### src/rtl/drtm_pkg.sv
package drtm_pkg;

  // Control byte bit positions
  localparam int unsigned CtlLowIe   = 0;
  localparam int unsigned CtlLowFl   = 1;
  localparam int unsigned CtlHighIe  = 2;
  localparam int unsigned CtlHighFl  = 3;
  localparam int unsigned CtlExt     = 4;
  localparam int unsigned CtlLong    = 5;
  localparam int unsigned CtlRunLow  = 6;
  localparam int unsigned CtlRunHigh = 7;

  // One machine tick as taken in
  typedef struct packed {
    logic [7:0] control;
    logic [7:0] reload_low;
    logic [7:0] reload_high;
    logic       prescale_tick;
    logic       pin_select;
    logic       pin_a_level;
    logic       pin_b_level;
  } tick_t;

  // One result beat
  typedef struct packed {
    logic [7:0] count_low;
    logic [7:0] count_high;
    logic [7:0] control_out;
    logic       low_irq;
    logic       high_irq;
  } result_t;

endpackage

### src/rtl/drtm_in_reg.sv
module drtm_in_reg (
  input  logic           clk,
  input  logic           rst_n,
  input  logic           in_valid,
  output logic           in_stall,
  input  drtm_pkg::tick_t tick_i,
  input  logic           down_ready_i,
  output logic           adv_o,
  output drtm_pkg::tick_t tick_o
);

  logic            valid_r;
  logic            valid_nxt;
  drtm_pkg::tick_t tick_r;

  // Stage moves on when the result register can take it
  assign adv_o    = valid_r && down_ready_i;
  assign in_stall = valid_r && !down_ready_i;
  assign tick_o   = tick_r;

  always_comb begin
    valid_nxt = valid_r;
    if (!in_stall) begin
      valid_nxt = in_valid;
    end
  end

  always_ff @(posedge clk) begin
    if (!rst_n) begin
      valid_r <= 1'b0;
    end else begin
      valid_r <= valid_nxt;
    end
  end

  // Payload captured on each accepted beat
  always_ff @(posedge clk) begin
    if (in_valid && !in_stall) begin
      tick_r <= tick_i;
    end
  end

endmodule

### src/rtl/drtm_core.sv
module drtm_core (
  input  logic              clk,
  input  logic              rst_n,
  input  logic              adv_i,
  input  drtm_pkg::tick_t   tick_i,
  output drtm_pkg::result_t res_o
);

  logic [7:0] low_r, low_nxt;
  logic [7:0] high_r, high_nxt;
  logic       low_run_r, low_run_nxt;
  logic       high_run_r, high_run_nxt;
  logic       last_pin_r, last_pin_nxt;

  logic       run_l, run_h, lng, ext, lvl, low_tick;
  logic [8:0] lo9, hi9, hi9_c;
  logic [7:0] ctl;
  logic       irq_l, irq_h;

  always_comb begin
    run_l = tick_i.control[drtm_pkg::CtlRunLow];
    run_h = tick_i.control[drtm_pkg::CtlRunHigh];
    lng   = tick_i.control[drtm_pkg::CtlLong];
    ext   = tick_i.control[drtm_pkg::CtlExt];
    ctl   = tick_i.control;
    irq_l = 1'b0;
    irq_h = 1'b0;

    // Low half clock source: prescaler or rising pin edge
    lvl          = tick_i.pin_select ? tick_i.pin_b_level : tick_i.pin_a_level;
    low_tick     = ext ? (lvl && !last_pin_r) : tick_i.prescale_tick;
    last_pin_nxt = ext ? lvl : last_pin_r;

    // Low half: load on start, count afterwards
    if (!run_l || !low_run_r) begin
      lo9 = {1'b0, tick_i.reload_low};
    end else if (low_tick) begin
      lo9 = {1'b0, low_r} + 9'd1;
    end else begin
      lo9 = {1'b0, low_r};
    end
    low_run_nxt = run_l;

    // High half: prescaler only in 8-bit mode
    if (!run_h || !high_run_r) begin
      hi9 = {1'b0, tick_i.reload_high};
    end else if (!lng && tick_i.prescale_tick) begin
      hi9 = {1'b0, high_r} + 9'd1;
    end else begin
      hi9 = {1'b0, high_r};
    end
    high_run_nxt = run_h;

    // Low overflow: flag in 8-bit mode, carry in long mode
    hi9_c = hi9;
    if (lo9[8]) begin
      if (!lng) begin
        ctl[drtm_pkg::CtlLowFl] = 1'b1;
        irq_l = ctl[drtm_pkg::CtlLowIe];
      end else if (run_h) begin
        hi9_c = hi9 + 9'd1;
      end
      low_nxt = tick_i.reload_low;
    end else begin
      low_nxt = lo9[7:0];
    end

    // High or 16-bit overflow
    if (hi9_c[8]) begin
      ctl[drtm_pkg::CtlHighFl] = 1'b1;
      if (lng) begin
        ctl[drtm_pkg::CtlLowFl] = 1'b1;
        low_nxt = tick_i.reload_low;
      end
      high_nxt = tick_i.reload_high;
      irq_h    = ctl[drtm_pkg::CtlHighIe];
    end else begin
      high_nxt = hi9_c[7:0];
    end

    res_o.count_low   = low_nxt;
    res_o.count_high  = high_nxt;
    res_o.control_out = ctl;
    res_o.low_irq     = irq_l;
    res_o.high_irq    = irq_h;
  end

  // Timer state, updated once per processed tick
  always_ff @(posedge clk) begin
    if (!rst_n) begin
      low_r      <= '0;
      high_r     <= '0;
      low_run_r  <= 1'b0;
      high_run_r <= 1'b0;
      last_pin_r <= 1'b0;
    end else if (adv_i) begin
      low_r      <= low_nxt;
      high_r     <= high_nxt;
      low_run_r  <= low_run_nxt;
      high_run_r <= high_run_nxt;
      last_pin_r <= last_pin_nxt;
    end
  end

endmodule

### src/rtl/drtm_out_reg.sv
module drtm_out_reg (
  input  logic              clk,
  input  logic              rst_n,
  input  logic              take_i,
  input  drtm_pkg::result_t res_i,
  output logic              ready_o,
  output logic              out_valid,
  input  logic              out_stall,
  output drtm_pkg::result_t res_o
);

  logic              valid_r;
  logic              valid_nxt;
  drtm_pkg::result_t res_r;

  // Free when empty or when the current beat leaves now
  assign ready_o   = !valid_r || !out_stall;
  assign out_valid = valid_r;
  assign res_o     = res_r;

  always_comb begin
    valid_nxt = valid_r;
    if (take_i) begin
      valid_nxt = 1'b1;
    end else if (!out_stall) begin
      valid_nxt = 1'b0;
    end
  end

  always_ff @(posedge clk) begin
    if (!rst_n) begin
      valid_r <= 1'b0;
    end else begin
      valid_r <= valid_nxt;
    end
  end

  always_ff @(posedge clk) begin
    if (take_i) begin
      res_r <= res_i;
    end
  end

endmodule

### src/rtl/dual_reload_timer_8_16_bit.sv
// Dual 8-bit reloadable timer, also usable as one 16-bit timer.
// Input channel: one beat per machine tick (control byte, two reload bytes,
// prescaler tick, pin select and both pin levels), valid/stall handshake.
// Result channel: one beat per input beat with both counts, the control
// byte with overflow flags set, and the two interrupt pulses.
// Path: a beat accepted into the input register moves, with the timer update,
// into the result register when that register can take it.
// Throughput: one beat per cycle while the receiver does not stall; the timer
// state loop is a single register update per tick.
// Reset (rst_n low, synchronous): both counts, run states and the pin edge
// history clear, and both pipeline registers empty.
// When the receiver stalls, the result register holds its beat; the input
// register can still take one more beat, after which in_stall rises until
// the result drains.
module dual_reload_timer_8_16_bit (
  input  logic       clk,
  input  logic       rst_n,
  input  logic       in_valid,
  output logic       in_stall,
  input  logic [7:0] in_control,
  input  logic [7:0] in_reload_low,
  input  logic [7:0] in_reload_high,
  input  logic       in_prescale_tick,
  input  logic       in_pin_select,
  input  logic       in_pin_a_level,
  input  logic       in_pin_b_level,
  output logic       out_valid,
  input  logic       out_stall,
  output logic [7:0] out_count_low,
  output logic [7:0] out_count_high,
  output logic [7:0] out_control_out,
  output logic       out_low_irq,
  output logic       out_high_irq
);

  drtm_pkg::tick_t   tick_in;
  drtm_pkg::tick_t   tick_s1;
  drtm_pkg::result_t res_c;
  drtm_pkg::result_t res_q;
  logic              adv;
  logic              down_ready;

  assign tick_in.control       = in_control;
  assign tick_in.reload_low    = in_reload_low;
  assign tick_in.reload_high   = in_reload_high;
  assign tick_in.prescale_tick = in_prescale_tick;
  assign tick_in.pin_select    = in_pin_select;
  assign tick_in.pin_a_level   = in_pin_a_level;
  assign tick_in.pin_b_level   = in_pin_b_level;

  drtm_in_reg u_in_reg (
    .clk          (clk),
    .rst_n        (rst_n),
    .in_valid     (in_valid),
    .in_stall     (in_stall),
    .tick_i       (tick_in),
    .down_ready_i (down_ready),
    .adv_o        (adv),
    .tick_o       (tick_s1)
  );

  drtm_core u_core (
    .clk    (clk),
    .rst_n  (rst_n),
    .adv_i  (adv),
    .tick_i (tick_s1),
    .res_o  (res_c)
  );

  drtm_out_reg u_out_reg (
    .clk       (clk),
    .rst_n     (rst_n),
    .take_i    (adv),
    .res_i     (res_c),
    .ready_o   (down_ready),
    .out_valid (out_valid),
    .out_stall (out_stall),
    .res_o     (res_q)
  );

  assign out_count_low   = res_q.count_low;
  assign out_count_high  = res_q.count_high;
  assign out_control_out = res_q.control_out;
  assign out_low_irq     = res_q.low_irq;
  assign out_high_irq    = res_q.high_irq;

endmodule

### config.mk
export PLATFORM = sky130hd
export DESIGN_NAME = dual_reload_timer_8_16_bit
export DESIGN_NICKNAME = d
export VERILOG_FILES = /design/src/rtl/drtm_pkg.sv /design/src/rtl/drtm_in_reg.sv /design/src/rtl/drtm_core.sv /design/src/rtl/drtm_out_reg.sv /design/src/rtl/dual_reload_timer_8_16_bit.sv
export SDC_FILE = /design/constraint.sdc
export NUM_CORES = 1
export LEC_CHECK = 0
export BUFFER_PORTS_ARGS = -buffer_cell sky130_fd_sc_hd__buf_2
export CORE_MARGIN = 2
export CORE_UTILIZATION = 56
export DETAILED_ROUTE_END_ITERATION = 6
export GPL_TIMING_DRIVEN = 1
export PLACE_DENSITY = 0.87
export SETUP_SLACK_MARGIN = 0.15
export SLEW_MARGIN = 25
export SYNTH_ARGS = -nofsm -noshare
export SYNTH_HDL_FRONTEND = slang
export SYNTH_SLANG_ARGS = --single-unit
### constraint.sdc
create_clock -name clk -period 3.9 [get_ports clk]
set_clock_uncertainty 0.2 [all_clocks]
set_input_delay 0.195 -clock clk [delete_from_list [all_inputs] [get_ports clk]]
set_output_delay 0.195 -clock clk [all_outputs]
set_load 0.01 [all_outputs]
==> summary.txt, run 1 <==
Compound-Gate Fraction of Synth Area: 13.7%
Clock slew at reported path FFs: 0.08 ns
Total CTS buffers: 9
Num rows: 28
Initial antenna violation count: 0
Fmax: 317 MHz
Synth Cell Area: 3440 um2
Max rail drop VDD: 0.000403 V
Count leader, synth: edfxtp_1
Post-synthesis xor/xnor area fraction: 3.05%
Max-Cap Viols: 0
Worst slew pin tran: 0.771 ns
Number of H-tree levels: 3
Register-to-Register Path Depth: 10
Worst EP required: 3.81 ns
Die width: 82.4 um
Post-Synth Simple-Gate Area: 18.5%
DRC: 0
Clock Path Buffers: 2
Total Negative Setup Slacks: 0 ns
Final WL: 7940 um
Number of global-route vias before repair: 2586
Clk root buf: clkbuf_8
Number of synthesized flops with an enable pin: 54
PortBufs: 59
IO Pins: 60
Vias: 2780
Setup CP Type: reg2reg
Mux contribution to synthesized area: 2.47%
First-pass GRT wire length: 12700 um
Clock latency on the worst-skew pair: 0.36 ns
Post-synthesis async set-or-reset flop share: 0%
Full die area: 6790 um2
Area Growth Syn to Fin: 27.2%
Synth top area share: 47.1%
Total global routing overflow: 0
Slew Viols, Final: 0
RSZ-0062 raised after global routing: no
Worst Path Arrival: 3.06 ns
Final worst path period need: 3.15 ns
Routed len/inst: 16.4 um
Tot GR Track Use: 25.5%
Vias per inst: 5.74
Core outline area: 5920 um2
Synth Instances: 308
Top FF cell, synth: edfxtp_1
CTS tree: yes
Hold WC Path Type: in2reg
Final Hold Viols: 0
Main combinational cell family by area after synthesis: simple AND/OR/NAND/NOR gates
Overall die height: 82.4 um
CP Launch Type: register
Status: complete, no violations
Post-CTS setup buffer count: 0
Final std cells w/o fill: 484
Ys Warns: 0
LEAKAGE: 1.68 nW
Antenna viol nets, final: 0
Synth cell count leaders: 54 x edfxtp_1, 41 x nand2_1, 24 x nor2_1
Placer congestion estimate: 0.941
Final net count: 439
Adder-cell share of the synthesized area: 1.09%
Final Cycle Share: 80.9%
Post-synthesis sequential area ratio: 59.3%
Starting Density: 58.1%
Yosys cell types: 54
CP max FO: 9
Cell taking the most area after synthesis: edfxtp_1
Fraction of layout cells with a size suffix above 1: 23.2%
Crit end category: register
Number of instances in the placed design: 438
Synthesized Nets: 343
Relative slew slack: 48.1%
Iter 0 DRT Violations: 273
Power density over cell area: 420 nW/um2
Largest net degree at the start of global routing: 30
Initial DRT Pass Iterations: 5
Synth area leaders: edfxtp_1 47%, dfxtp_1 12%, nand2_1 4.5%
Worst hold path depth: 3
# setup viols final: 0
Antenna Diode Count: 0
Syn_area_per_cell: 11.2 um2
Seq cells post-synth: 75
CTS Sinks: 75
WHS: 0.0137 ns
Half-perimeter wire length after placement: 5280 um
==> metal layers <==
metal	track usage, %	part of all wire, %	routed length [um]	up-vias
li1	-	-	-	1338
met1	32.7	42	3370	1316
met2	42.1	49	3910	116
met3	6.96	7.2	573	10
met4	7.67	1.2	94	0
met5	0	0	0	-
==> power by group <==
part	switching (mW)	internal, mW	total [mW]
sequential	0.0339	0.902	0.936
combinational	0.0910	0.0791	0.170
clock	0.304	0.429	0.733
==> kinds of logic after synthesis <==
| kind of cell | count (synthesis) |
|---|---|
| buf+inv | 16 |
| simple gates | 124 |
| xor+xnor | 12 |
| mux | 8 |
| fa+ha+maj | 3 |
| compound gates | 70 |
| flops | 75 |
==> worst max-delay path: stages (launching register included) <==
cell	delay, ns
edfxtp_1	0.51
nor2b_1	0.31
xnor2_1	0.10
o21ai_0	0.27
ha_1	0.27
inv_1	0.06
nor3_1	0.42
and2_1	0.25
a31oi_2	0.22
nor2_1	0.23
nor2_1	0.07
==> layout make-up <==
| cell class | count | area (um2) |
|---|---|---|
| multi-input cells | 217 | 1340 |
| clock inverters | 7 | 124 |
| clock buffers | 9 | 124 |
| flip-flops and latches | 75 | 2040 |
| well taps | 75 | 93.8 |
| fillers | 404 | 1540 |
| repair buffers | 93 | 626 |
| inverters | 8 | 30.0 |
==> registers in the layout, summed over array words and instances, names as in the netlist <==
name,cells
u_in_reg.tick_o,28
u_out_reg.res_o,26
u_core.high_r,8
u_core.low_r,8
u_core.high_run_r,1
u_core.last_pin_r,1
u_core.low_run_r,1
u_in_reg.valid_r,1
u_out_reg.out_valid,1
==> cell usage in the layout (no fill, tap or decap), drive strengths merged, types with 3 or more instances in the layout <==
cell         count
buf             63
edfxtp          54
nand2           41
dlygate4sd3     30
nor2            24
a21oi           22
dfxtp           21
o21ai           18
nand3           12
xnor2           10
clkbuf           9
inv              9
a31oi            9
nand4            7
and3             5
nor2b            5
mux2             4
mux2i            4
nand2b           4
nor4             4
and2             4
nor3             4
o31ai            4
nand3b           3
or3              3
ha               3
bufinv           3
a22oi            3
==> final timing paths <==
path / slack, ns / end / startpoint
max: 0.75 / u_out_reg.res_o[11] / u_in_reg.tick_o[25]
min: 0.01 / u_core.high_r[7] / rst_n
max reg2reg: 0.75 / u_out_reg.res_o[11] / u_in_reg.tick_o[25]
min reg2reg: 0.24 / u_out_reg.res_o[4] / u_in_reg.tick_o[22]
==> stage by stage <==
stage          cell area [um2]  utilization, %  setup slack, ns  power [mW]
2_1_floorplan             3440               -             1.17        1.04
3_3_place_gp              3830            64.7            0.897        1.09
3_5_place_dp              3830            64.7            0.750        1.10
4_1_cts                   4380            73.9            0.753        1.84
5_1_grt                   4380            73.9            0.441        1.90
6_report                  4380            73.9            0.746        1.84
==> timing repair <==
action | 4_1_cts | 5_1_grt
resized for setup | 0 | 0
endpoints found under the hold margin | 30 | 0
hold buffers | 30 | 0
No activity file was read; power rests on OpenSTA's default activity.
==> run 2, diff against run 1 <==
Clock period 3.9 ns to 3 ns, I/O delays scaled along.
==> summary.txt, run 2 (synthesis results as in run 1) <==
CP delay by family, top: compound AO/OA/AOI/OAI gates
Final worst slack: 0.267 ns
Iter 0 DRT Violations: 264
Number of global-route vias before repair: 2769
Slowest CP cell: dfxtp_1
Area of all sequential standard cells: 2040 um2
CTS Sinks: 75
Hold wc startpoint: u_in_reg.tick_o[22]
Register-to-Register Path Depth: 11
Commonest non-fill, non-tap cell in the layout: buf_2
PortBufs: 59
Crit end category: register
Initial antenna violation count: 0
Total CTS buffers: 9
Setup slack at placement: 0.196 ns
Final std cells w/o fill: 496
WHS: 0.248 ns
Worst hold path depth: 0
Tot GR Track Use: 26.1%
Full die area: 6790 um2
Max-Cap Viols: 0
Clock latency on the worst-skew pair: 0.35 ns
Slowest stage delay, CP: 0.38 ns
R2R Path End: u_core.high_r[1]
Internal reg-to-reg setup slack: 0.27 ns
Vias: 2874
First-pass GRT wire length: 12800 um
Reg2Reg Launch Point: u_core.high_r[0]
Number of H-tree levels: 3
RSZ-0062 raised after global routing: yes
Worst slew pin tran: 0.900 ns
Starting Density: 58.1%
Fraction of layout cells with a size suffix above 1: 25.7%
Multi-input logic area: 1360 um2
Final WL: 8270 um
# setup viols final: 0
Largest net degree at the start of global routing: 25
Vias per inst: 5.79
Final Cycle Share: 91.1%
Routed len/inst: 16.7 um
Clock slew at reported path FFs: 0.08 ns
LEAKAGE: 1.72 nW
Total Negative Setup Slacks: 0 ns
Max rail drop VDD: 0.000479 V
Antenna viol nets, final: 0
Setup CP Type: reg2reg
Fmax: 366 MHz
CP Launch Type: register
Core outline area: 5920 um2
Clk root buf: clkbuf_8
Final worst path period need: 2.73 ns
Half-perimeter wire length after placement: 5320 um
Placer congestion estimate: 0.924
Final net count: 451
Antenna Diode Count: 0
Power density over cell area: 515 nW/um2
Die width: 82.4 um
Status: complete, no violations
Number of instances in the placed design: 447
WP depth: 11
Num rows: 28
Initial DRT Pass Iterations: 5
Crit path top cell by count: ha_1
Max FFs per register: 28
Filler cells: 386
IO Pins: 60
DRC: 0
Most frequent cells in the layout: 59 x buf_2, 54 x edfxtp_1, 41 x nand2_1
CTS tree: yes
Worst Path Arrival: 2.79 ns
CP Buf/Inv Count: 2
Clock Path Buffers: 2
CP max FO: 7
Slew Viols, Final: 0
Relative slew slack: 39.5%
Total global routing overflow: 0
Worst EP required: 3.06 ns
Area Growth Syn to Fin: 29.5%
Critical-path cell list: ha_1 -> mux2i_1 -> o21ai_0 -> ha_1 -> inv_1 -> nor3_1 -> buf_4 -> nand2_1 -> o21bai_4 -> a211oi_1 -> o31ai_2
Final Hold Viols: 0
Hold WC Path Type: reg2reg
Util after Layout: 75.3%
Overall die height: 82.4 um
Hold Path Sink: u_out_reg.res_o[4]
==> run 2: cell count changes in the layout (fill, tap and decap cells not counted), moves of 2 or more <==
cell	delta
buf_4	+11
clkinv_2	+2
clkinv_4	-2
clkinvlp_4	+2
==> run 2: metrics by stage <==
stage          area [um2]  power, mW
2_1_floorplan        3440       1.35
3_3_place_gp         3900       1.42
3_5_place_dp         3900       1.43
4_1_cts              4420       2.30
5_1_grt              4460       2.38
6_report             4460       2.30
==> run 2: how the worst max path moves through the flow <==
stage,start,to
global placement,u_in_reg.tick_o[25],u_out_reg.res_o[12]
detailed placement,u_in_reg.tick_o[25],u_core.high_r[1]
global route,u_in_reg.tick_o[27],u_core.high_r[1]
CTS,u_in_reg.tick_o[25],u_core.high_r[1]
finish,u_core.high_r[0],u_core.high_r[1]
floorplan,u_in_reg.tick_o[25],u_out_reg.res_o[13]
==> run 2: area by class of cell <==
| cell class | instances | area share, % |
|---|---|---|
| clock buffers | 9 | 2.78 |
| clock inverters | 7 | 2.08 |
| inverters | 8 | 0.674 |
| multi-input cells | 217 | 30.4 |
| flip-flops and latches | 75 | 45.8 |
| well taps | 75 | 2.11 |
| repair buffers | 105 | 16.1 |
==> run 2: what timing repair did <==
item | CTS | global route
resized for setup | 0 | 4
endpoints found under the hold margin | 36 | 0
endpoints found under the setup margin | 0 | 13
hold buffers | 31 | 0
buffers inserted | 0 | 2
==> run 2: power by group <==
part	internal, mW	switching, mW
combinational	0.112	0.127
clock	0.464	0.379
sequential	1.17	0.0409
==> run 2: per-layer routing <==
| layer | vias to the layer above | wire [um] | GRT usage [%] |
|---|---|---|---|
| met5 | - | 0 | 0 |
| met4 | 0 | 269 | 12.8 |
| met3 | 28 | 532 | 7.93 |
| met2 | 131 | 4060 | 43.2 |
| met1 | 1350 | 3410 | 30.9 |
| li1 | 1365 | - | - |
==> run 2: worst register-to-register path: stages (launching register included) <==
cell	delay, ns
dfxtp_1	0.38
ha_1	0.32
mux2i_1	0.07
o21ai_0	0.21
ha_1	0.26
inv_1	0.06
nor3_1	0.23
buf_4	0.17
nand2_1	0.11
o21bai_4	0.26
a211oi_1	0.12
o31ai_2	0.26
==> run 3, diff against run 2 <==
Settings changed: CORE_UTILIZATION 56 to 60, PLACE_DENSITY 0.87 to 0.92.
Clock period 3 ns to 3.2 ns, I/O delays scaled along.
==> summary.txt, run 3 (synthesis results as in run 1) <==
Status: complete, no violations
Filler cells: 323
# setup viols final: 0
Clock slew at reported path FFs: 0.07 ns
Max rail drop VDD: 0.000394 V
CP Launch Type: register
Total global routing overflow: 0
Worst Path Arrival: 2.74 ns
Num rows: 27
Final worst path period need: 2.85 ns
CP max FO: 9
IO Pins: 60
Setup CP Type: reg2reg
Die width: 79.7 um
Iter 0 DRT Violations: 389
Final Hold Viols: 0
Largest net degree at the start of global routing: 33
Number of global-route vias before repair: 2704
Final WL: 8050 um
Clk root buf: clkbuf_8
Final Cycle Share: 89.0%
Fraction of layout cells with a size suffix above 1: 23.4%
Internal reg-to-reg setup slack: 0.35 ns
Dpl cell area: 3830 um2
Number of H-tree levels: 3
LEAKAGE: 1.68 nW
Switching share of power: 22.6%
Max FFs per register: 28
Slew Viols, Final: 0
Clock Power Share: 37.6%
CTS Sinks: 75
Post-route cell area: 4380 um2
Initial DRT Pass Iterations: 5
Total Negative Setup Slacks: 0 ns
Fmax: 351 MHz
Flop pwr share: 52.7%
Placer congestion estimate: 0.966
Hold WC Path Type: reg2reg
Starting Density: 62.5%
Full die area: 6360 um2
Power density over cell area: 495 nW/um2
Antenna Diode Count: 0
Routed len/inst: 16.7 um
Vias: 2895
Clock Path Buffers: 2
Initial antenna violation count: 0
Vias per inst: 5.99
Overall die height: 79.7 um
Combinational fraction of design power: 9.7%
Int Pwr: 1.68 mW
Core outline area: 5510 um2
Total CTS buffers: 9
Tot GR Track Use: 27.3%
Relative slew slack: 33.4%
Commonest non-fill, non-tap cell in the layout: buf_2
Area Growth Syn to Fin: 27.4%
CTS tree: yes
Clock latency on the worst-skew pair: 0.35 ns
Worst EP required: 3.09 ns
Most frequent cells in the layout: 59 x buf_2, 54 x edfxtp_1, 41 x nand2_1
Max-Cap Viols: 0
DRC: 0
Final net count: 441
Switching pwr: 0.490 mW
Half-perimeter wire length after placement: 5200 um
RSZ-0062 raised after global routing: no
Crit end category: register
First-pass GRT wire length: 12900 um
PortBufs: 59
Antenna viol nets, final: 0
Pwr Total: 2.17 mW
Worst slew pin tran: 0.989 ns
## run 3: cell types whose count changed in the layout (fill, tap and decap cells not counted), sizes merged
cell / delta
clkinvlp: -2
clkinv: -1
clkbuf: +3
buf: -10
## run 3: metrics by stage
stage / std cells / util, % / setup WS [ns] / hold slack, ns
floorplan: 308 / - / 0.468 / 0.0589
global placement: 436 / 69.6 / 0.403 / 0.136
detailed placement: 436 / 69.6 / 0.259 / 0.138
CTS: 483 / 79.4 / 0.243 / 0.263
global route: 483 / 79.6 / 0.210 / 0.277
finish: 483 / 79.6 / 0.352 / 0.264
## run 3: layout make-up
cell class              instances  area (um2)  area share [%]
clock buffers                  12         155            3.54
clock inverters                 4        72.6            1.66
inverters                       8        30.0           0.685
multi-input cells             217        1350            30.8
flip-flops and latches         75        2040            46.6
well taps                      72        90.1            2.06
repair buffers                 95         643            14.7
## run 3: worst paths after layout
| kind | to | from | cells after the start |
|---|---|---|---|
| max | u_out_reg.res_o[11] | u_core.high_r[0] | 8 |
| min | u_out_reg.res_o[4] | u_in_reg.tick_o[22] | 0 |
| max reg2reg | u_out_reg.res_o[11] | u_core.high_r[0] | 8 |
| min reg2reg | u_out_reg.res_o[4] | u_in_reg.tick_o[22] | 0 |
## run 3: critical path: stages, from the launching register on
cell and delay, ns:
dfxtp_1 0.46, ha_1 0.21, nand3b_1 0.18, or3_1 0.39
a31oi_1 0.36, and3_1 0.33, a31oi_4 0.18, nor2_1 0.23
nor2_1 0.07
## run 3: repair_timing
item,in CTS,in global routing
hold buffers,31,0
setup endpoints to repair,0,11
resized for setup,0,3
buffers inserted,0,0
endpoints found under the hold margin,37,0
## run 3: power groups by stage
| stage | Clock [mW] | Sequential [mW] | Combinational, mW |
|---|---|---|---|
| floorplan | 0 | 1.16 | 0.107 |
| global placement | 0 | 1.16 | 0.168 |
| detailed placement | 0 | 1.16 | 0.176 |
| CTS | 0.825 | 1.14 | 0.205 |
| global route | 0.868 | 1.15 | 0.232 |
| finish | 0.816 | 1.14 | 0.210 |
## run 3: per-layer routing
metal	vias to the layer above	global-route usage (%)	wire (um)	part of all wire, %
met2	176	45.0	3910	49
li1	1351	-	-	-
met4	0	11.0	194	2.4
met1	1349	33.5	3220	40
met5	-	0	0	0
met3	19	8.26	726	9.0
